$ cat src/rtl/b64c_pkg.sv
// Package for the base64 stream codec: job record, character constants and
// the alphabet mapping functions. Depends on nothing.
package b64c_pkg;

    // Default depth of the job queue between front and back.
    localparam int JOB_DEPTH = 2;

    localparam logic DIR_ENCODE = 1'b0;
    localparam logic DIR_DECODE = 1'b1;

    localparam logic [7:0] CHAR_PAD   = 8'h3D; // '='
    localparam logic [7:0] CHAR_UPPER = 8'h41; // 'A'
    localparam logic [7:0] CHAR_LOWER = 8'h61; // 'a'
    localparam logic [7:0] CHAR_DIGIT = 8'h30; // '0'
    localparam logic [7:0] CHAR_PLUS  = 8'h2B; // '+'
    localparam logic [7:0] CHAR_SLASH = 8'h2F; // '/'

    // One group of work for the back end. The group bits are already
    // zero-filled and aligned to the top of the 24-bit word.
    typedef struct packed {
        logic        is_dec;    // decoded bytes rather than characters
        logic        no_data;   // closing marker only
        logic        last;      // final result of this job closes the message
        logic [1:0]  num_res;   // results in this job, minus one
        logic [1:0]  num_chars; // encode: data characters minus one, rest padded
        logic [23:0] full;      // aligned group bits
    } job_t;

    // Six-bit value to its base64 character.
    function automatic logic [7:0] enc_char(input logic [5:0] v);
        logic [7:0] w;
        begin
            w = {2'b00, v};
            if (v < 6'd26)
                enc_char = CHAR_UPPER + w;
            else if (v < 6'd52)
                enc_char = CHAR_LOWER + (w - 8'd26);
            else if (v < 6'd62)
                enc_char = CHAR_DIGIT + (w - 8'd52);
            else if (v == 6'd62)
                enc_char = CHAR_PLUS;
            else
                enc_char = CHAR_SLASH;
        end
    endfunction

    // Character to its six-bit value; anything outside the alphabet is zero.
    function automatic logic [5:0] dec_six(input logic [7:0] c);
        logic [7:0] t;
        begin
            t = 8'd0;
            if (c >= CHAR_UPPER && c <= 8'h5A)
                t = c - CHAR_UPPER;
            else if (c >= CHAR_LOWER && c <= 8'h7A)
                t = c - CHAR_LOWER + 8'd26;
            else if (c >= CHAR_DIGIT && c <= 8'h39)
                t = c - CHAR_DIGIT + 8'd52;
            else if (c == CHAR_PLUS)
                t = 8'd62;
            else if (c == CHAR_SLASH)
                t = 8'd63;
            dec_six = t[5:0];
        end
    endfunction

endpackage

$ cat src/rtl/b64c_front.sv
// Front end of the base64 stream codec: holds the direction and the group
// being gathered, and emits one job per completed or flushed group. Uses b64c_pkg.
module b64c_front
(
    input  logic           clk,
    input  logic           rst_n,
    input  logic           cfg_we,
    input  logic           cfg_data,
    input  logic           accept,
    input  logic [7:0]     data_in,
    input  logic           last_in,
    output logic           job_push,
    output b64c_pkg::job_t job
);

    logic        direction_reg;
    logic [23:0] group_bits_reg;
    logic [23:0] group_bits_next;
    logic [1:0]  group_count_reg;
    logic [1:0]  group_count_next;
    logic        job_made;
    logic [23:0] shifted;
    logic [2:0]  count_inc;

    always_comb
    begin
        job              = '0;
        job_made         = 1'b0;
        group_bits_next  = group_bits_reg;
        group_count_next = group_count_reg;
        shifted          = group_bits_reg;
        count_inc        = {1'b0, group_count_reg};

        if (direction_reg == b64c_pkg::DIR_ENCODE)
        begin
            shifted   = {group_bits_reg[15:0], data_in};
            count_inc = {1'b0, group_count_reg} + 3'd1;
            if (count_inc == 3'd3 || last_in)
            begin
                job_made      = 1'b1;
                job.is_dec    = 1'b0;
                job.last      = last_in;
                job.num_res   = 2'd3;
                job.num_chars = count_inc[1:0];
                case (count_inc)
                    3'd1:    job.full = {shifted[7:0], 16'd0};
                    3'd2:    job.full = {shifted[15:0], 8'd0};
                    default: job.full = shifted;
                endcase
                group_bits_next  = 24'd0;
                group_count_next = 2'd0;
            end
            else
            begin
                group_bits_next  = shifted;
                group_count_next = count_inc[1:0];
            end
        end
        else
        begin
            // The pad character adds nothing to the group.
            if (data_in != b64c_pkg::CHAR_PAD)
            begin
                shifted   = {group_bits_reg[17:0], b64c_pkg::dec_six(data_in)};
                count_inc = {1'b0, group_count_reg} + 3'd1;
            end
            if (count_inc == 3'd4)
            begin
                job_made    = 1'b1;
                job.is_dec  = 1'b1;
                job.last    = last_in;
                job.num_res = 2'd2;
                job.full    = shifted;
                group_bits_next  = 24'd0;
                group_count_next = 2'd0;
            end
            else if (last_in)
            begin
                job_made   = 1'b1;
                job.is_dec = 1'b1;
                job.last   = 1'b1;
                case (count_inc)
                    3'd0:
                    begin
                        job.no_data = 1'b1;
                        job.num_res = 2'd0;
                        job.full    = 24'd0;
                    end
                    3'd1:
                    begin
                        job.num_res = 2'd0;
                        job.full    = {shifted[5:0], 18'd0};
                    end
                    3'd2:
                    begin
                        job.num_res = 2'd0;
                        job.full    = {shifted[11:0], 12'd0};
                    end
                    default:
                    begin
                        job.num_res = 2'd1;
                        job.full    = {shifted[17:0], 6'd0};
                    end
                endcase
                group_bits_next  = 24'd0;
                group_count_next = 2'd0;
            end
            else
            begin
                group_bits_next  = shifted;
                group_count_next = count_inc[1:0];
            end
        end
    end

    assign job_push = accept && job_made;

    always_ff @(posedge clk or negedge rst_n)
    begin
        if (!rst_n)
        begin
            direction_reg   <= b64c_pkg::DIR_ENCODE;
            group_bits_reg  <= 24'd0;
            group_count_reg <= 2'd0;
        end
        else if (cfg_we)
        begin
            direction_reg   <= cfg_data;
            group_bits_reg  <= 24'd0;
            group_count_reg <= 2'd0;
        end
        else if (accept)
        begin
            group_bits_reg  <= group_bits_next;
            group_count_reg <= group_count_next;
        end
    end

endmodule

$ cat src/rtl/b64c_jobq.sv
// Small queue of group jobs between the front and back ends of the codec.
// Uses b64c_pkg for the job record.
module b64c_jobq
#(
    parameter int DEPTH = b64c_pkg::JOB_DEPTH
)
(
    input  logic           clk,
    input  logic           rst_n,
    input  logic           wr_en,
    input  b64c_pkg::job_t wr_job,
    input  logic           rd_en,
    output b64c_pkg::job_t rd_job,
    output logic           q_full,
    output logic           q_empty
);

    localparam int PTR_W = (DEPTH > 1) ? $clog2(DEPTH) : 1;
    localparam int CNT_W = $clog2(DEPTH + 1);
    localparam logic [PTR_W-1:0] LAST_PTR = PTR_W'(DEPTH - 1);
    localparam logic [CNT_W-1:0] FULL_CNT = CNT_W'(DEPTH);

    b64c_pkg::job_t   entries_reg [DEPTH];
    logic [PTR_W-1:0] wr_ptr_reg;
    logic [PTR_W-1:0] rd_ptr_reg;
    logic [CNT_W-1:0] count_reg;
    logic             do_wr;
    logic             do_rd;

    assign q_full  = (count_reg == FULL_CNT);
    assign q_empty = (count_reg == '0);
    assign do_wr   = wr_en && !q_full;
    assign do_rd   = rd_en && !q_empty;
    assign rd_job  = entries_reg[rd_ptr_reg];

    always_ff @(posedge clk)
    begin
        if (do_wr)
            entries_reg[wr_ptr_reg] <= wr_job;
    end

    always_ff @(posedge clk or negedge rst_n)
    begin
        if (!rst_n)
        begin
            wr_ptr_reg <= '0;
            rd_ptr_reg <= '0;
            count_reg  <= '0;
        end
        else
        begin
            if (do_wr)
                wr_ptr_reg <= (wr_ptr_reg == LAST_PTR) ? '0 : wr_ptr_reg + 1'b1;
            if (do_rd)
                rd_ptr_reg <= (rd_ptr_reg == LAST_PTR) ? '0 : rd_ptr_reg + 1'b1;
            if (do_wr && !do_rd)
                count_reg <= count_reg + 1'b1;
            else if (do_rd && !do_wr)
                count_reg <= count_reg - 1'b1;
        end
    end

endmodule

$ cat src/rtl/b64c_back.sv
// Back end of the base64 stream codec: walks the head job one result per cycle,
// into the output register while free or popped; job and alphabet from b64c_pkg.
module b64c_back
(
    input  logic           clk,
    input  logic           rst_n,
    input  logic           job_avail,
    input  b64c_pkg::job_t job,
    output logic           job_pop,
    input  logic           pop,
    output logic           empty,
    output logic [7:0]     data_out,
    output logic           no_data,
    output logic           last_out
);

    logic       out_valid_reg;
    logic       out_valid_next;
    logic [7:0] data_reg;
    logic       no_data_reg;
    logic       last_reg;
    logic [1:0] idx_reg;
    logic       fire;
    logic       final_res;
    logic [7:0] res_data;
    logic [5:0] six;

    assign fire      = job_avail && (!out_valid_reg || pop);
    assign final_res = (idx_reg == job.num_res);
    assign job_pop   = fire && final_res;

    always_comb
    begin
        case (idx_reg)
            2'd0:    six = job.full[23:18];
            2'd1:    six = job.full[17:12];
            2'd2:    six = job.full[11:6];
            default: six = job.full[5:0];
        endcase

        if (job.is_dec)
        begin
            case (idx_reg)
                2'd0:    res_data = job.full[23:16];
                2'd1:    res_data = job.full[15:8];
                default: res_data = job.full[7:0];
            endcase
        end
        else if (idx_reg > job.num_chars)
            res_data = b64c_pkg::CHAR_PAD;
        else
            res_data = b64c_pkg::enc_char(six);
    end

    always_comb
    begin
        if (fire)
            out_valid_next = 1'b1;
        else if (pop)
            out_valid_next = 1'b0;
        else
            out_valid_next = out_valid_reg;
    end

    always_ff @(posedge clk or negedge rst_n)
    begin
        if (!rst_n)
        begin
            out_valid_reg <= 1'b0;
            idx_reg       <= 2'd0;
        end
        else
        begin
            out_valid_reg <= out_valid_next;
            if (fire)
                idx_reg <= final_res ? 2'd0 : idx_reg + 2'd1;
        end
    end

    always_ff @(posedge clk)
    begin
        if (fire)
        begin
            data_reg    <= res_data;
            no_data_reg <= job.no_data;
            last_reg    <= job.last && final_res;
        end
    end

    assign empty    = !out_valid_reg;
    assign data_out = data_reg;
    assign no_data  = no_data_reg;
    assign last_out = last_reg;

endmodule

$ cat src/rtl/base64_stream_codec_unit.sv
// Top level of the streaming base64 codec over the standard alphabet.
// Instantiates b64c_front, b64c_jobq and b64c_back; uses b64c_pkg.

// The codec takes one word per accepted push and gives results that are
// popped one word at a time. With cfg_data = 0 a write through cfg_we puts
// it in encode mode (bytes in, characters out); with cfg_data = 1 it
// decodes characters into bytes. Every configuration write also discards a
// partly gathered group, so it should only be done between messages while
// the block is idle. The front end gathers input words into a 24-bit group
// and, when a group completes or last_in flushes it, hands a job to a short
// queue; the back end turns the head job into its results at one result
// per clock cycle through a single output register, while it is free or
// popped, which is what sets the sustained rate: an encode stream of three
// bytes yields four characters, so encode input is bound by the output,
// while decode runs at one character per cycle when results are popped as
// they appear. Input is accepted every cycle while the job queue has room,
// also while a result waits to be popped. The first result of a group
// passes the job queue and then the output register. A message's final
// result carries last_out; a decode message that ends with nothing left to
// flush gives one closing word with no_data set and data_out zero.
module base64_stream_codec_unit
#(
    parameter int JOB_DEPTH = b64c_pkg::JOB_DEPTH
)
(
    input  logic       clk,
    input  logic       rst_n,
    input  logic       cfg_we,
    input  logic       cfg_data,
    input  logic       push,
    output logic       full,
    input  logic [7:0] data_in,
    input  logic       last_in,
    output logic       empty,
    input  logic       pop,
    output logic [7:0] data_out,
    output logic       no_data,
    output logic       last_out
);

    logic           accept;
    logic           job_push;
    b64c_pkg::job_t job_in;
    b64c_pkg::job_t job_head;
    logic           job_pop;
    logic           q_full;
    logic           q_empty;

    // The front end stalls only when the job queue has no free entry.
    assign full   = q_full;
    assign accept = push && !q_full;

    b64c_front u_front
    (
        .clk      (clk),
        .rst_n    (rst_n),
        .cfg_we   (cfg_we),
        .cfg_data (cfg_data),
        .accept   (accept),
        .data_in  (data_in),
        .last_in  (last_in),
        .job_push (job_push),
        .job      (job_in)
    );

    b64c_jobq #(.DEPTH(JOB_DEPTH)) u_jobq
    (
        .clk     (clk),
        .rst_n   (rst_n),
        .wr_en   (job_push),
        .wr_job  (job_in),
        .rd_en   (job_pop),
        .rd_job  (job_head),
        .q_full  (q_full),
        .q_empty (q_empty)
    );

    // The back end works on the head job and pops it with its final result.
    b64c_back u_back
    (
        .clk       (clk),
        .rst_n     (rst_n),
        .job_avail (!q_empty),
        .job       (job_head),
        .job_pop   (job_pop),
        .pop       (pop),
        .empty     (empty),
        .data_out  (data_out),
        .no_data   (no_data),
        .last_out  (last_out)
    );

endmodule

$ cat config.mk
export PLATFORM = sky130hd
export DESIGN_NAME = base64_stream_codec_unit
export DESIGN_NICKNAME = d
export VERILOG_FILES = /design/src/rtl/b64c_pkg.sv /design/src/rtl/b64c_front.sv /design/src/rtl/b64c_jobq.sv /design/src/rtl/b64c_back.sv /design/src/rtl/base64_stream_codec_unit.sv
export SDC_FILE = /design/constraint.sdc
export NUM_CORES = 1
export LEC_CHECK = 0
export BUFFER_PORTS_ARGS = -buffer_cell sky130_fd_sc_hd__buf_2
export CAP_MARGIN = 5
export CELL_PAD_IN_SITES_DETAIL_PLACEMENT = 0
export CELL_PAD_IN_SITES_GLOBAL_PLACEMENT = 1
export CORE_ASPECT_RATIO = 0.6
export CORE_MARGIN = 2
export CORE_UTILIZATION = 40
export DETAILED_ROUTE_END_ITERATION = 7
export PLACE_DENSITY_LB_ADDON = 0.1
export SYNTH_ARGS = -nofsm -noshare
export SYNTH_HDL_FRONTEND = slang
export SYNTH_SLANG_ARGS = --single-unit
$ cat constraint.sdc
create_clock -name clk -period 4.3 [get_ports clk]
set_input_delay 0.215 -clock clk [delete_from_list [all_inputs] [get_ports clk]]
set_output_delay 0.215 -clock clk [all_outputs]
set_load 0.05 [all_outputs]
## Word level (Yosys, flattened, before mapping)

Memory sizes are Yosys's and may differ from the RTL's.
Index checks and enable logic that the tools add are counted.

| operators by class | value |
|---|---|
| add/subtract/negate cells | 16 |
| order comparisons | 10 |
| equality and inequality tests | 14 |
| multiplexer cells | 57 |
| reductions and logical operators | 26 |

Operator list:

| kind | count |
|---|---|
| 24-bit two-way mux | 10 |
| 24-bit case mux with 3 select lines | 1 |
| 24-bit case mux with 2 select lines | 1 |
| 8-bit two-way mux | 5 |
| 6-bit two-way mux | 5 |
| 29-bit two-way mux | 1 |
| 2-bit two-way mux | 10 |
| 6-bit case mux with 3 select lines | 1 |
| 8-bit by 6-bit equality test with 1-bit output, second input constant | 2 |
| 8-bit by 7-bit greater-or-equal comparator with 1-bit output, second input constant | 2 |
| 8-bit by 7-bit less-or-equal comparator with 1-bit output, second input constant | 2 |
| 1-bit two-way mux | 16 |
| 8-bit case mux with 2 select lines | 1 |
| 3-bit two-way mux | 5 |
| 1-bit logical AND | 12 |
| 6-bit less-than comparator, second input constant | 2 |
| 6-bit subtractor, second input constant | 2 |
| 3-bit by 2-bit equality test with 1-bit output, second input constant | 3 |
| 6-bit by 8-bit adder with 8-bit output, first input constant | 1 |
| 7-bit by 6-bit adder with 8-bit output, first input constant | 1 |
| 7-bit by 8-bit adder with 8-bit output, first input constant | 1 |
| 8-bit by 6-bit greater-or-equal comparator with 1-bit output, second input constant | 1 |
| 8-bit by 6-bit less-or-equal comparator with 1-bit output, second input constant | 1 |
| 8-bit by 6-bit != test with 1-bit output, second input constant | 1 |
| 24 further kinds | 36 |

| word-level totals | value |
|---|---|
| register bits after elaboration | 44 |
| bits in writable memories | 62 |
| logic and storage cells | 135 |
| memories kept | 1 |

Memory list:

| memory | words | bits a word | rd ports | clocked after Yosys merged registers in | write ports | line | source |
|---|---|---|---|---|---|---|---|
| u_jobq.entries_reg | 2 | 31 | 1 | 0 | 1 | b64c_jobq.sv:23 | `b64c_pkg::job_t entries_reg [DEPTH];` |

## Depth between registers and ports, before layout

Gate-level depths: netlist of run 1.

| logic depth | value |
|---|---|
| word-level depth | 12 |
| mapped depth | 13 |
| mapped depth without buffers | 12 |

## Cells and area by module

A second synthesis of run 1 with hierarchy kept.

| second synthesis, totals | value |
|---|---|
| cells, all modules | 689 |
| area, all modules | 7,231.9 um^2 |

By module, submodules not included:

| module | times used | cells each | area an instance (um^2) | seq. area each (um^2) |
|---|---|---|---|---|
| b64c_front | 1 | 392 | 3,170.5 | 675.6 |
| b64c_jobq | 1 | 116 | 2,587.5 | 1,961.9 |
| b64c_back | 1 | 179 | 1,456.4 | 375.4 |
| base64_stream_codec_unit | 1 | 2 | 17.5 | 0.0 |

## Least setup slack after synthesis of run 1

No wires, ideal clock.

| path | value |
|---|---|
| path kind | reg2reg |
| start | register u_front.group_count_reg[0] |
| end | memory u_jobq.entries_reg[0][0] (netlist bit), enable pin |
| library setup time | 0.423 ns |
| arrival time | 3.622 ns |
| required time | 3.877 ns |
| path slack | 0.256 ns |
| stages on the path, launching flop included | 9 |
| cells stage by stage | dfrtp_1 clkbuf_1 inv_1 ha_1 nor3b_1 nand3_1 buf_2 a31oi_1 nor2b_1 |

| on the way | value |
|---|---|
| cells in the longest elaborated chain, start to end | 10 |
| elaborated cells on any way between the ends | 13 |

Ends and longest elaborated chain:

| what | line | source |
|---|---|---|
| start: declaration | b64c_front.sv:19 | `logic [1:0] group_count_reg;` |
| start signal: assignment | b64c_front.sv:135 | `group_count_reg <= group_count_next;` |
| 2-bit by 1-bit adder with 3-bit output | b64c_front.sv:37, b64c_front.sv:65 |  |
| 3-bit two-way mux | b64c_front.sv:62 | `if (data_in != b64c_pkg::CHAR_PAD)` |
| 3-bit two-way mux | b64c_front.sv:34 | `if (direction_reg == b64c_pkg::DIR_ENCODE)` |
| 3-bit equality test | b64c_front.sv:67 | `if (count_inc == 3'd4)` |
| 1-bit two-way mux | b64c_front.sv:67 |  |
| 1-bit two-way mux * | b64c_front.sv:34 |  |
| 1-bit logical AND * | b64c_front.sv:116 | `assign job_push = accept && job_made;` |
| 1-bit logical AND * | b64c_jobq.sv:32 | `assign do_wr = wr_en && !q_full;` |
| named net u_jobq.do_wr | b64c_jobq.sv:27 | `logic do_wr;` |
| 1-bit two-way mux * | b64c_jobq.sv:38 | `if (do_wr)` |
| 1-bit two-way mux (implied by the code) * | b64c_jobq.sv:39 | `entries_reg[wr_ptr_reg] <= wr_job;` |
| end: declaration | b64c_jobq.sv:23 |  |

The timed path passes the listed nets; every way through them passes the cells marked *. The select of a mux whose other input is x is not followed.

## Worst setup path after layout of run 1

| path | value |
|---|---|
| start | register u_jobq.rd_ptr_reg |
| end | register u_back.data_reg[0] (netlist: u_back.data_out[0]), data pin |

| on the way | value |
|---|---|
| cells in the longest elaborated chain, start to end | 9 |
| elaborated cells on any way between the ends | 17 |

Ends and longest elaborated chain:

| what | line | source |
|---|---|---|
| start: declaration | b64c_jobq.sv:25 | `logic [PTR_W-1:0] rd_ptr_reg;` |
| start signal: assignment | b64c_jobq.sv:55 | `rd_ptr_reg <= (rd_ptr_reg == LAST_PTR) ? '0 : rd_ptr_reg + 1'b1;` |
| memory read 2 x 31 bit * | - |  |
| 6-bit case mux with 3 select lines | b64c_back.sv:34 | `case (idx_reg)` |
| 6-bit by 6-bit subtractor with 7-bit output | b64c_pkg.sv:39 | `enc_char = CHAR_DIGIT + (w - 8'd52);` |
| 6-bit by 8-bit adder with 8-bit output | b64c_pkg.sv:39 |  |
| 8-bit two-way mux | b64c_pkg.sv:38 | `else if (v < 6'd62)` |
| 8-bit two-way mux | b64c_pkg.sv:36 | `else if (v < 6'd52)` |
| 8-bit two-way mux | b64c_pkg.sv:34 | `if (v < 6'd26)` |
| 8-bit two-way mux | b64c_back.sv:49 | `else if (idx_reg > job.num_chars)` |
| 8-bit two-way mux * | b64c_back.sv:41 | `if (job.is_dec)` |
| named net u_back.res_data[0] | b64c_back.sv:25 | `logic [7:0] res_data;` |
| end signal: assignment | b64c_back.sv:84 | `data_reg <= res_data;` |
| end: declaration | b64c_back.sv:19 | `logic [7:0] data_reg;` |

The timed path passes the listed nets; every way through them passes the cells marked *.
A chain may end at the register's enable or synchronous reset.

==> results of run 1 <==
## worst reg2reg max path: cells and delay by family, from the launching register on
family,cells,cell delay [ns]
fa+ha+maj,1,0.36
mux,2,0.65
buf+inv,1,0.24
simple gates,1,0.10
compound gates,6,1.39
flops,1,0.75
## final cells by class
type	instances	area (um^2)
fill	1612	8990
timing repair buffer	45	273
clock inverter	6	67.6
tap	228	285
inverter	24	90.1
clock buffer	10	239
multi-input combinational	506	3530
sequential	106	3010
## per-stage QoR
stage | cells | util
2_1_floorplan | 681 | -
3_3_place_gp | 909 | 0.436
3_5_place_dp | 909 | 0.436
4_1_cts | 925 | 0.455
5_1_grt | 925 | 0.455
6_report | 925 | 0.455
## cells in the mapped netlist, types with 3 or more instances
library cell,number,share of area
edfxtp_1,72,0.32
a21oi_1,57,0.042
nand2_1,52,0.029
nor2_1,51,0.028
mux2i_1,35,0.051
dfrtp_1,34,0.12
o21ai_0,34,0.025
clkbuf_1,30,0.016
a22o_1,28,0.036
ha_1,26,0.048
inv_1,23,0.013
mux2_2,20,0.033
o22ai_1,15,0.014
nand3_1,14,0.010
a22oi_1,13,0.014
buf_2,11,0.0081
a211oi_1,8,0.0088
a221o_1,8,0.012
a31oi_1,8,0.0073
nand2b_1,8,0.0073
xnor2_1,8,0.010
nor2b_1,7,0.0064
o221ai_1,7,0.0090
and2_1,6,0.0055
nor3_1,6,0.0044
nor3b_1,6,0.0066
a222oi_1,5,0.0073
a31o_2,5,0.0064
a21o_1,4,0.0044
a32o_1,4,0.0059
o211ai_1,4,0.0044
o22a_1,4,0.0051
o32ai_1,4,0.0051
a211o_1,3,0.0038
and3_1,3,0.0027
nand4_1,3,0.0027
o21a_1,3,0.0033
o2bb2ai_1,3,0.0038
o31ai_1,3,0.0033
xor2_1,3,0.0038
## routing by layer
metal / part of all wire / vias to the layer above
li1: - / 2642
met1: 0.51 / 2868
met2: 0.37 / 320
met3: 0.12 / 19
met4: 0.0068 / 0
met5: 0 / -
## power groups by stage
stage	registers (uW)	logic, uW	clock network (uW)
after floorplan	1580	1650	0
after global placement	1460	2470	0
after detailed placement	1460	2450	0
after CTS	1440	2460	873
after global routing	1470	2720	912
final	1440	2530	850
## worst min path at each step
stage	to	slack (ns)
global route	u_front.group_bits_reg[1]$_DFFE_PN0P_	0.04
CTS	u_jobq.count_reg[1]$_DFFE_PN0P_	0.01
detailed placement	u_front.group_bits_reg[1]$_DFFE_PN0P_	0.40
floorplan	u_back.idx_reg[0]$_DFFE_PN0P_	-0.08
global placement	u_front.group_bits_reg[1]$_DFFE_PN0P_	0.38
finish	u_front.group_bits_reg[1]$_DFFE_PN0P_	-0.02
## cell families (layout without fill, tap and decap cells)
kind of cell,Yosys count,after routing,synth area share
multiplexers,59,59,0.0919
XOR/XNOR,11,11,0.0141
buffers and inverters,69,85,0.0427
flip-flops,106,106,0.441
AND/OR/NAND/NOR,174,174,0.123
AO/OA/AOI/OAI,236,236,0.240
adder cells (fa/ha/maj),26,26,0.0476
==> results, run 1 <==
- The run finished, with violations left.
- The final reports fail on hold timing.
- In this run the most used layer during global routing was met1.
- The core region is 0.0165 mm^2.
- The clock group share of total power is 0.177.
- Of the total power, combinational logic draws 0.524.
- The via count is 5849.
- The half-perimeter wire length after detailed placement is 15900 um.
- The clock reaches the later pin of the worst-skew pair after 0.36 ns.
- The width of the chip is 173 um.
- The critical path is of the register to register type.
- The worst pin sits at a relative slew slack of 0.153.
- The start point of the critical path is u_jobq.rd_ptr_reg$_DFFE_PN0P_.
- Timing analysis after detailed placement gives a worst setup slack of 0.607 ns.
- Once detail routing completed, the nets flagged for antenna violations numbered 0.
- The worst setup path endpoint is u_back.data_out[0]$_DFFE_PP_.
- The part of the Yosys area used for sequential elements is 0.441.
- The peak clock frequency supported by timing is 268 MHz.
- Measured in cells, the most critical reg-to-reg path has a length of 11.
- Counting distinct cell types in the post-synthesis netlist gives 73.
- The layout overhead on the synthesized area is 9.74%.
- Setup repair after global routing left no endpoint under its margin.
- The number of enable-type register cells in the synthesized netlist is 72.
- The hold slack is -0.0150 ns.
- The peak per-stage delay on the critical path is 0.75 ns.
- The cell area reported after detailed placement is 0.00719 mm^2.
- The weighted congestion at the end of routability-driven global placement is 0.955.
- The number of violations of the max-capacitance limit is 0.
- The worst clock skew is 0.0141 ns.
- The initial DRC count is 753.
- Counting buffers and inverters, the worst setup path is 11 cells deep.
- The floorplan has 36 rows.
- The design draws 4820 uW.
- The final net count is 733.
- The die extent in y is 105 um.
- The CTS tree is built.
- On the critical path the largest part of the delay comes from compound AO/OA/AOI/OAI gates.
- Counting every instance in the synthesized netlist gives 681.
- The fraction of met3 tracks used by global routing is 0.0909.
- The worst register-to-register path begins at u_jobq.rd_ptr_reg$_DFFE_PN0P_.
- The cell with the biggest individual delay on the critical path is dfrtp_1.
- The post-detailed-route wirelength per cell is 23.1 um.
- The synthesized net count is 722.
- The fraction of synthesis flops using an asynchronous set or reset pin is 0.321.
- For this configuration, the core starts out at a cell density of 0.414.
- The overall routed net length is 21300 um.
- The final antenna diode count is 0.
- The mapped netlist covers 0.00683 mm^2.
- The final period demand of the worst path is 3.73 ns.
- Dividing the detail-routed via count by the number of cells gives 6.32.
- The endpoint kind of the worst setup timing path is a register.
- Post-CTS timing repair inserted 0 buffers for setup.
- Of the total power, the share spent switching nets is 0.458.
- Buffers inserted to repair hold after CTS numbered 0.
- Data arrives at the worst endpoint at 3.83 ns.
- The number of clock sinks is 106.
- The number of buffers and inverters on the critical path is 1.
- In the routed design, unresolved DRC markers number 0.
- Power spread over the standard cell area amounts to 643 mW/mm^2.
- The register with the most flip-flops in the layout has 62 of them.
- The largest net degree at the start of global routing is 57.
- Counting flops and latches in the post-synthesis netlist gives 106.
- The commonest non-fill, non-tap cell in the layout is edfxtp_1.
- In this run the deepest clock path goes through 2 buffers.
- The cell at the root of the clock tree is clkbuf_16.
- The number of failing hold endpoints at the final stage is 15.
- During I/O placement, the number of pins put on the boundary was 27.
- The overall routing resource usage is 0.237.
- The finished layout cell area is 0.00750 mm^2.
- After routing, the total negative slack on setup checks comes to 0 ns.
- The internal power consumption is 2610 uW.
- The number of buffers created by CTS is 9.
- The first global-routing pass estimated 32900 um of wire.
- Averaged over all synthesized cells, the footprint is 10.0 um^2.
- The actual slew at the worst max-slew pin is 1.27 ns.
- The die covers 0.0182 mm^2.
- The total iterations of the first detailed-routing run is 7.
- The kind of start point of the critical path is a register.
- The total of cells resized after clock tree synthesis is 0.
- The share of post-route cells with drive strength above 1 is 0.141.
- Across the VDD grid, the largest voltage drop is 0.296 mV.
- The count of final max-slew check failures is 0.
- The min-delay analysis places its worst path in the category primary input to asynchronous set/reset pin.
- The initial antenna violation count is 1.
- Setup violations remaining at the end of the flow were counted as 0.
- The top cell types in the final layout, fill and taps aside, are edfxtp_1 (72), a21oi_1 (57), nand2_1 (52).
- The global routing met2 resource utilization is 0.294.
- The H-tree was split into 3 levels.
- The sequential share of power is 0.299.
- Along the worst path, the maximum fanout reaches 16.
- The reg-to-reg endpoint is u_back.data_out[0]$_DFFE_PP_.
- Clock-pin slew was measured on the worst setup and hold paths at 0.08 ns.
- Across all setup checks in the final design, the least slack found is 0.571 ns.
- For this run, global-route usage on met1 was measured as 0.381.
- The worst setup slack for register-to-register paths is 0.57 ns.
- The analysis attributes to cell leakage a power of 0.00285 uW.
- The final period utilization is 0.867.
- Walking the worst path, the cells encountered are mux2_2 > a222oi_1 > mux2_2 > clkinv_1 > ha_1 > a21boi_0 > a21boi_0 > a2111oi_0 > nand2_1 > o21ai_0 > a21oi_1.
- The switching power summed over all nets is 2210 uW.
- At the worst endpoint, the required time is 4.40 ns.
- The number of buffers inserted by port buffering is 26.
- The most common flop cell mapped by yosys is edfxtp_1.
- The number of warning messages in the yosys log is 0.
- Global routing finished with a remaining overflow of 0.
- The number of global-route vias before repair is 5409.
No activity file was read; power rests on OpenSTA's default activity.
==> run 2: changes to the inputs <==
- HOLD_SLACK_MARGIN: default -> 0.03
==> run 2 against run 1 <==
Against the previous run: the run now ends clean; total power is essentially flat; sequential share of layout area shrank 0.054 points; worst setup slack gained 0.0047 ns; critical endpoint unchanged; critical path type unchanged; highest routed layer unchanged.
==> results, run 2 (synthesis gave the netlist of run 1 again) <==
- In this run the critical register-to-register path is launched from u_jobq.rd_ptr_reg$_DFFE_PN0P_.
- The critical path class is register to register.
- The clock period could shrink to 3.72 ns.
- The routed layout has 5820 vias.
- The standby leakage power is 0.00286 uW.
- In this run the power density over the cells is 642 mW/mm^2.
- The reg-to-reg endpoint is u_back.data_out[0]$_DFFE_PP_.
- In the routed design, unresolved DRC markers number 0.
- The worst clock skew is 0.0140 ns.
- The data arrival time of the worst path is 3.82 ns.
- The post-detailed-route wirelength per cell is 23.1 um.
- Global routing finished with a remaining overflow of 0.
- The number of standard cells in the final layout excluding fillers is 926.
- In the routed layout, each cell is associated on average with a via count of 6.29.
- For this run, the top clock speed supported by timing is 269 MHz.
- Across every metal layer, demand over resource in global routing totals 0.237.
- The worst-case headroom to the max-slew limit is 0.169.
- The final antenna-violating net count is 0.
- After floorplanning, the core was divided into 36 placement rows.
- Of all nets on the critical path, the largest fanout is 16.
- Across the VDD grid, the largest voltage drop is 0.297 mV.
- The number of clock sinks is 106.
- The die footprint is 0.0182 mm^2.
- The kind of start point of the critical path is a register.
- The worst hold path was traced through 3 stages.
- The number of violations of the max-capacitance limit is 0.
- The number of flip-flops under the largest register name is 62.
- The register area is 0.00301 mm^2.
- Summing all multi-input logic gate instances after layout gives 0.00353 mm^2.
- Buffers placed on the I/O ports in this run total 26.
- The CTS tree is built.
- The endpoint kind of the worst setup timing path is a register.
- The total of cells resized after clock tree synthesis is 0.
- In the final timing run, aggregate negative setup slack is 0 ns.
- The overall routed net length is 21400 um.
- Once placement completed, the tool counted placed cells totaling 909.
- Clock-pin slew was measured on the worst setup and hold paths at 0.08 ns.
- The final net count is 734.
- Counting both buffers and inverters, the worst setup path holds a total of 1.
- The share of post-route cells with drive strength above 1 is 0.140.
- The startpoint identified for the worst hold timing path is cfg_data.
- The initial DRC count is 698.
- The actual slew at the worst max-slew pin is 1.25 ns.
- The run finished with clean final reports.
- The count of pins on the block boundary is 27.
- The initial core utilization is 0.414.
- Entering global routing, the biggest net connects 57 pins.
- The slowest stage of the critical path is the dfrtp_1 cell.
- The count of endpoints failing setup in the final report is 0.
- On the worst path, the slowest cell contributes a delay of 0.74 ns.
- The count of final max-slew check failures was 0.
- The fill cell total of the finished layout is 1612.
- The final antenna diode count is 0.
- Tracing the worst setup path back leads to its startpoint at u_jobq.rd_ptr_reg$_DFFE_PN0P_.
- Once the clock tree was built, the setup fixing pass inserted 0 buffers.
- The clock tree synthesis step divided the H-tree into 3 levels.
- The number of global-route vias before repair is 5415.
- The family with the most delay on the worst path is compound AO/OA/AOI/OAI gates.
- The commonest non-fill, non-tap cell in the layout is edfxtp_1.
- The min-delay analysis places its worst path in the category primary input to register.
- The die extent in y is 105 um.
- The width of the chip is 173 um.
- Across all register-to-register paths, the minimum setup slack is 0.58 ns.
- Counting the buffers created by CTS gives 9.
- At the later pin of the worst-skew pair, clock insertion delay measures 0.36 ns.
- The weighted congestion at the end of routability-driven global placement is 0.955.
- The initial antenna violation count is 1.
- Relative to the synthesized area, the layout overhead comes to 9.89%.
- Clock tree synthesis selected as its root buffer the cell clkbuf_16.
- The worst hold path terminates at u_front.direction_reg$_DFFE_PN0P_.
- No sink is reached through more buffers than the 2 on the longest clock path.
- The first-pass GRT wire length is 33000 um.
- In this run the standard cell core region covers 0.0165 mm^2.
- The number of failing hold endpoints at the final stage is 0.
- The first TritonRoute pass finished after 6 iterations.
- The half-perimeter wire length after detailed placement is 15900 um.
- The number of cells on the worst reg-to-reg path is 11.
- In the layout the commonest cells are edfxtp_1 (72), a21oi_1 (57), nand2_1 (52).
- The data required time at the worst endpoint is 4.40 ns.
- In the finished design, the share of the clock period the worst path needs comes to 0.866.
- Setup repair after global routing left no endpoint under its margin.
- After clock tree synthesis, the flow added hold-fix buffers numbering 1.
- The signal on the critical path passes through mux2_2 > a222oi_1 > mux2_2 > clkinv_1 > ha_1 > a21boi_0 > a21boi_0 > a2111oi_0 > nand2_1 > o21ai_0 > a21oi_1.
[run 2: changes by cell type in the layout (fill, tap and decap cells not counted)]
cell,before,now
dlygate4sd3_1,0,1
[run 2: how the worst max path moves through the flow]
stage          slack, ns                            endpoint  depth (start not counted)
2_1_floorplan       0.26  u_jobq.entries_reg[0][0]$_DFFE_PP_                          8
3_3_place_gp        0.66        u_back.data_out[0]$_DFFE_PP_                         11
3_5_place_dp        0.61        u_back.data_out[0]$_DFFE_PP_                         11
4_1_cts             0.59        u_back.data_out[0]$_DFFE_PP_                         11
5_1_grt             0.24        u_back.data_out[0]$_DFFE_PP_                         11
6_report            0.58        u_back.data_out[0]$_DFFE_PP_                         11
[run 2: layout make-up]
class | count | share of cell area
clock buffer | 10 | 0.0318
clock inverter | 6 | 0.00900
inverter | 24 | 0.0120
multi-input combinational | 506 | 0.470
sequential | 106 | 0.401
tap | 228 | 0.0380
timing repair buffer | 46 | 0.0377
[run 2: metal layers]
metal  up-vias  global-route usage  routed length [um]
met4         0              0.0369                  69
met2       286               0.295                7980
met5         -                   0                   0
met3        10              0.0909                2440
li1       2638                   -                   -
met1      2886               0.381               10900
[run 2: through the flow]
stage | cell area, um^2 | hold WS (ns) | total power [uW] | setup slack, ns | util
2_1_floorplan | 6830 | -0.0806 | 3230 | 0.256 | -
3_3_place_gp | 7190 | 0.382 | 3930 | 0.664 | 0.436
3_5_place_dp | 7190 | 0.404 | 3910 | 0.607 | 0.436
4_1_cts | 7510 | 0.0551 | 4770 | 0.595 | 0.455
5_1_grt | 7510 | 0.0904 | 5100 | 0.243 | 0.455
6_report | 7510 | 0.0655 | 4820 | 0.576 | 0.455
[run 2: power by group]
part / switching (uW) / total [uW] / internal (uW)
sequential: 123 / 1440 / 1320
combinational: 1660 / 2520 / 867
clock: 426 / 854 / 427
total: 2210 / 4820 / 2610
[run 2: worst min-delay path, delay by kind of cell]
| family | cells | cell delay, ns |
|---|---|---|
| buf+inv | 1 | 0.08 |
| simple gates | 1 | 0.04 |
| compound gates | 1 | 0.06 |
==> run 3: changes to the inputs <==
- CORE_UTILIZATION: 40 -> 45
- clock period: 4.3 -> 4.7 ns (I/O delays scaled with it)
==> run 3 against run 2 <==
Against the previous run: clock power decreased by 11%; fmax fell by 6.7%; non-clock buffer count is 3 lower; largest power group unchanged; cell count fell by 3.6%; count of clock-buffer cells in the layout unchanged; clock skew is essentially flat; hold slack better by 0.023 ns; flip-flop and latch count unchanged; register-to-register slack improved by 0.13 ns; sequential power shrank 8%.
==> results, run 3 (synthesis gave the netlist of run 1 again) <==
- The endpoint of the worst hold-timing path is u_front.direction_reg$_DFFE_PN0P_.
- The worst min-delay path category is primary input to register.
- The clock-pin slew reported for the worst setup and hold paths after clock tree synthesis is 0.08 ns.
- In this run the horizontal extent of the chip is 163 um.
- Clock tree synthesis found a total of 106 sinks.
- The floorplan core area is 0.0147 mm^2.
- After global routing the overflow that remains totals 0.
- Summed over all layers, the routed wires come to 20500 um.
- In this run the power spent charging and discharging nets is 1990 uW.
- The number of antenna diodes in the final layout is 0.
- The startpoint identified for the worst register-to-register timing path is u_jobq.rd_ptr_reg$_DFFE_PN0P_.
- At the pin with the least slew margin, the transition time is 1.19 ns.
- The analysis attributes to cell leakage a power of 0.00284 uW.
- The initial DRC count is 824.
- Setup violations remaining at the end of the flow were counted as 0.
- Input and output buffers added on the ports amount to 26.
- The clock insertion delay at the later pin of the skew report is 0.35 ns.
- Of the total power, the share spent switching nets is 0.456.
- The share of post-route cells with drive strength above 1 is 0.137.
- The first global-routing pass estimated 32400 um of wire.
- The residual DRC count is 0.
- Timing would allow up to 250 MHz.
- In this run the number of H-tree levels came out at 3.
- The internal power of the cells totals 2380 uW.
- For this run, the post-layout net count is 731.
- For the final database, setup skew stands at 0.0141 ns.
- On the final layout, the worst hold slack is 0.0884 ns.
- The worst register-to-register path ends at u_back.data_out[0]$_DFFE_PP_.
- The commonest non-fill, non-tap cell in the layout is edfxtp_1.
- For this run, the total global-route usage over all layers was measured as 0.264.
- The die footprint is 0.0162 mm^2.
- The critical path class is register to register.
- The count of nets left with antenna violations once routing finished came out at 0.
- The count of final max-slew check failures came to 0.
- The cell depth of the worst min-delay path is 3.
- Setup repair after global routing left no endpoint under its margin.
- The register area is 0.00301 mm^2.
- The number of global-route vias before repair is 5527.
- Dividing the detail-routed via count by the number of cells gives 6.54.
- The CTS tree is built.
- The worst setup slack for register-to-register paths is 0.71 ns.
- The largest net degree at the start of global routing is 57.
- The sequential share of power is 0.301.
- The total iterations of the first detailed-routing run is 6.
- In the layout the commonest cells are edfxtp_1 (72), a21oi_1 (57), nand2_1 (52).
- The number of cells on the worst reg-to-reg path is 12.
- The die is 99.4 um tall.
- The area of the multi-input gates is 0.00353 mm^2.
- The final period demand of the worst path is 3.99 ns.
- 27 I/O pins were placed.
- The cell at the root of the clock tree is clkbuf_16.
- The total power consumption of the routed design is 4370 uW.
- The clock group share of total power is 0.174.
- The flow ran to the end, and the final reports show no timing, DRC or antenna violations.
- After floorplanning, the core was divided into 34 placement rows.
- In the finished design, the share of the clock period the worst path needs comes to 0.850.
- The routed layout has 5844 vias.
- Adding up every negative setup slack in the final design gives 0 ns.
- For the worst setup path, the data required time is 4.79 ns.
- STA puts the critical path data arrival time at 4.09 ns.
- The initial antenna violation count is 0.
- The worst-case headroom to the max-slew limit is 0.199.
- The longest clock path from root to sink contains 2 buffers.
- The initial utilization of the core area, before any placement, comes to 0.465.
- The tool flagged a number of max-cap violations equal to 0.
- The fill cell total of the finished layout is 1382.
- In this run the most critical hold path is launched from cfg_data.
- Of the total power, combinational logic draws 0.525.
- Buffers inserted during clock tree synthesis total 9.
- The weighted congestion at the end of routability-driven global placement is 0.940.
- Compared with the post-synthesis result, the final layout area differs by 9.01%.
- The wire-length estimate of the detail-placed layout is 15300 um.
- The worst setup path is captured at a register.
- The number of flip-flops under the largest register name is 62.
- The kind of start point of the critical path is a register.
- Post-CTS repair changed the size of 0 cells.
- The number of failing hold endpoints at the final stage is 0.
- The peak fanout along the critical path is 18.
- The worst ir drop on vdd is 0.349 mV.
- The total power divided by cell area is 587 mW/mm^2.
- The post-detailed-route wirelength per cell is 22.9 um.
-- run 3: cell count changes in the layout (fill, tap and decap cells not counted), sizes merged --
| cell | before | now |
|---|---|---|
| buf | 45 | 42 |
-- run 3: through the flow --
stage,std cells,util,instance area [um^2],setup slack [ns]
floorplan,681,-,6830,0.656
global placement,876,0.486,7130,0.879
detailed placement,876,0.486,7130,0.725
CTS,893,0.507,7450,0.718
global route,893,0.507,7450,0.417
finish,893,0.507,7450,0.707
-- run 3: how the worst max path moves through the flow --
stage | from | end | slack (ns) | depth (start not counted)
floorplan | u_front.group_count_reg[0]$_DFFE_PN0P_ | u_jobq.entries_reg[0][0]$_DFFE_PP_ | 0.66 | 8
global placement | u_jobq.rd_ptr_reg$_DFFE_PN0P_ | u_back.data_out[0]$_DFFE_PP_ | 0.88 | 12
detailed placement | u_jobq.rd_ptr_reg$_DFFE_PN0P_ | u_back.data_out[0]$_DFFE_PP_ | 0.72 | 12
CTS | u_jobq.rd_ptr_reg$_DFFE_PN0P_ | u_back.data_out[0]$_DFFE_PP_ | 0.72 | 12
global route | u_jobq.rd_ptr_reg$_DFFE_PN0P_ | u_back.data_out[0]$_DFFE_PP_ | 0.42 | 12
finish | u_jobq.rd_ptr_reg$_DFFE_PN0P_ | u_back.data_out[0]$_DFFE_PP_ | 0.71 | 12
-- run 3: repair_timing --
action | in CTS | in global routing
hold buffers | 1 | 0
setup buffers | 0 | 0
endpoints found under the hold margin | 9 | 0
setup endpoints to repair | 0 | 0
-- run 3: cell type report --
cell class | count | share of cell area
Sequential cell | 106 | 0.405
Inverter | 24 | 0.0121
Clock inverter | 6 | 0.00907
Multi-Input combinational cell | 506 | 0.474
Timing Repair Buffer | 43 | 0.0349
Clock buffer | 10 | 0.0321
Tap cell | 198 | 0.0333
-- run 3: power by group through the flow --
stage | Clock (uW) | Combinational [uW] | Sequential (uW)
final | 760 | 2290 | 1320
after global routing | 813 | 2490 | 1340
after CTS | 777 | 2230 | 1320
after detailed placement | 0 | 2220 | 1340
after global placement | 0 | 2220 | 1330
after floorplan | 0 | 1510 | 1440
-- run 3: critical path, cell delays in order (launching register included) --
cell	delay, ns
dfrtp_1	0.72
buf_4	0.41
mux2_2	0.39
a222oi_1	0.33
mux2_4	0.27
inv_1	0.05
ha_1	0.21
a21boi_0	0.13
a21boi_0	0.18
a2111oi_0	0.71
nand2_1	0.10
o21ai_0	0.13
a21oi_1	0.11
-- run 3: routing by layer --
metal / global-route usage / routed length [um] / part of all wire / vias to the layer above
li1: - / - / - / 2637
met1: 0.421 / 10200 / 0.50 / 2882
met2: 0.342 / 7670 / 0.37 / 303
met3: 0.0951 / 2480 / 0.12 / 22
met4: 0.0368 / 169 / 0.0083 / 0
met5: 0 / 0 / 0 / -
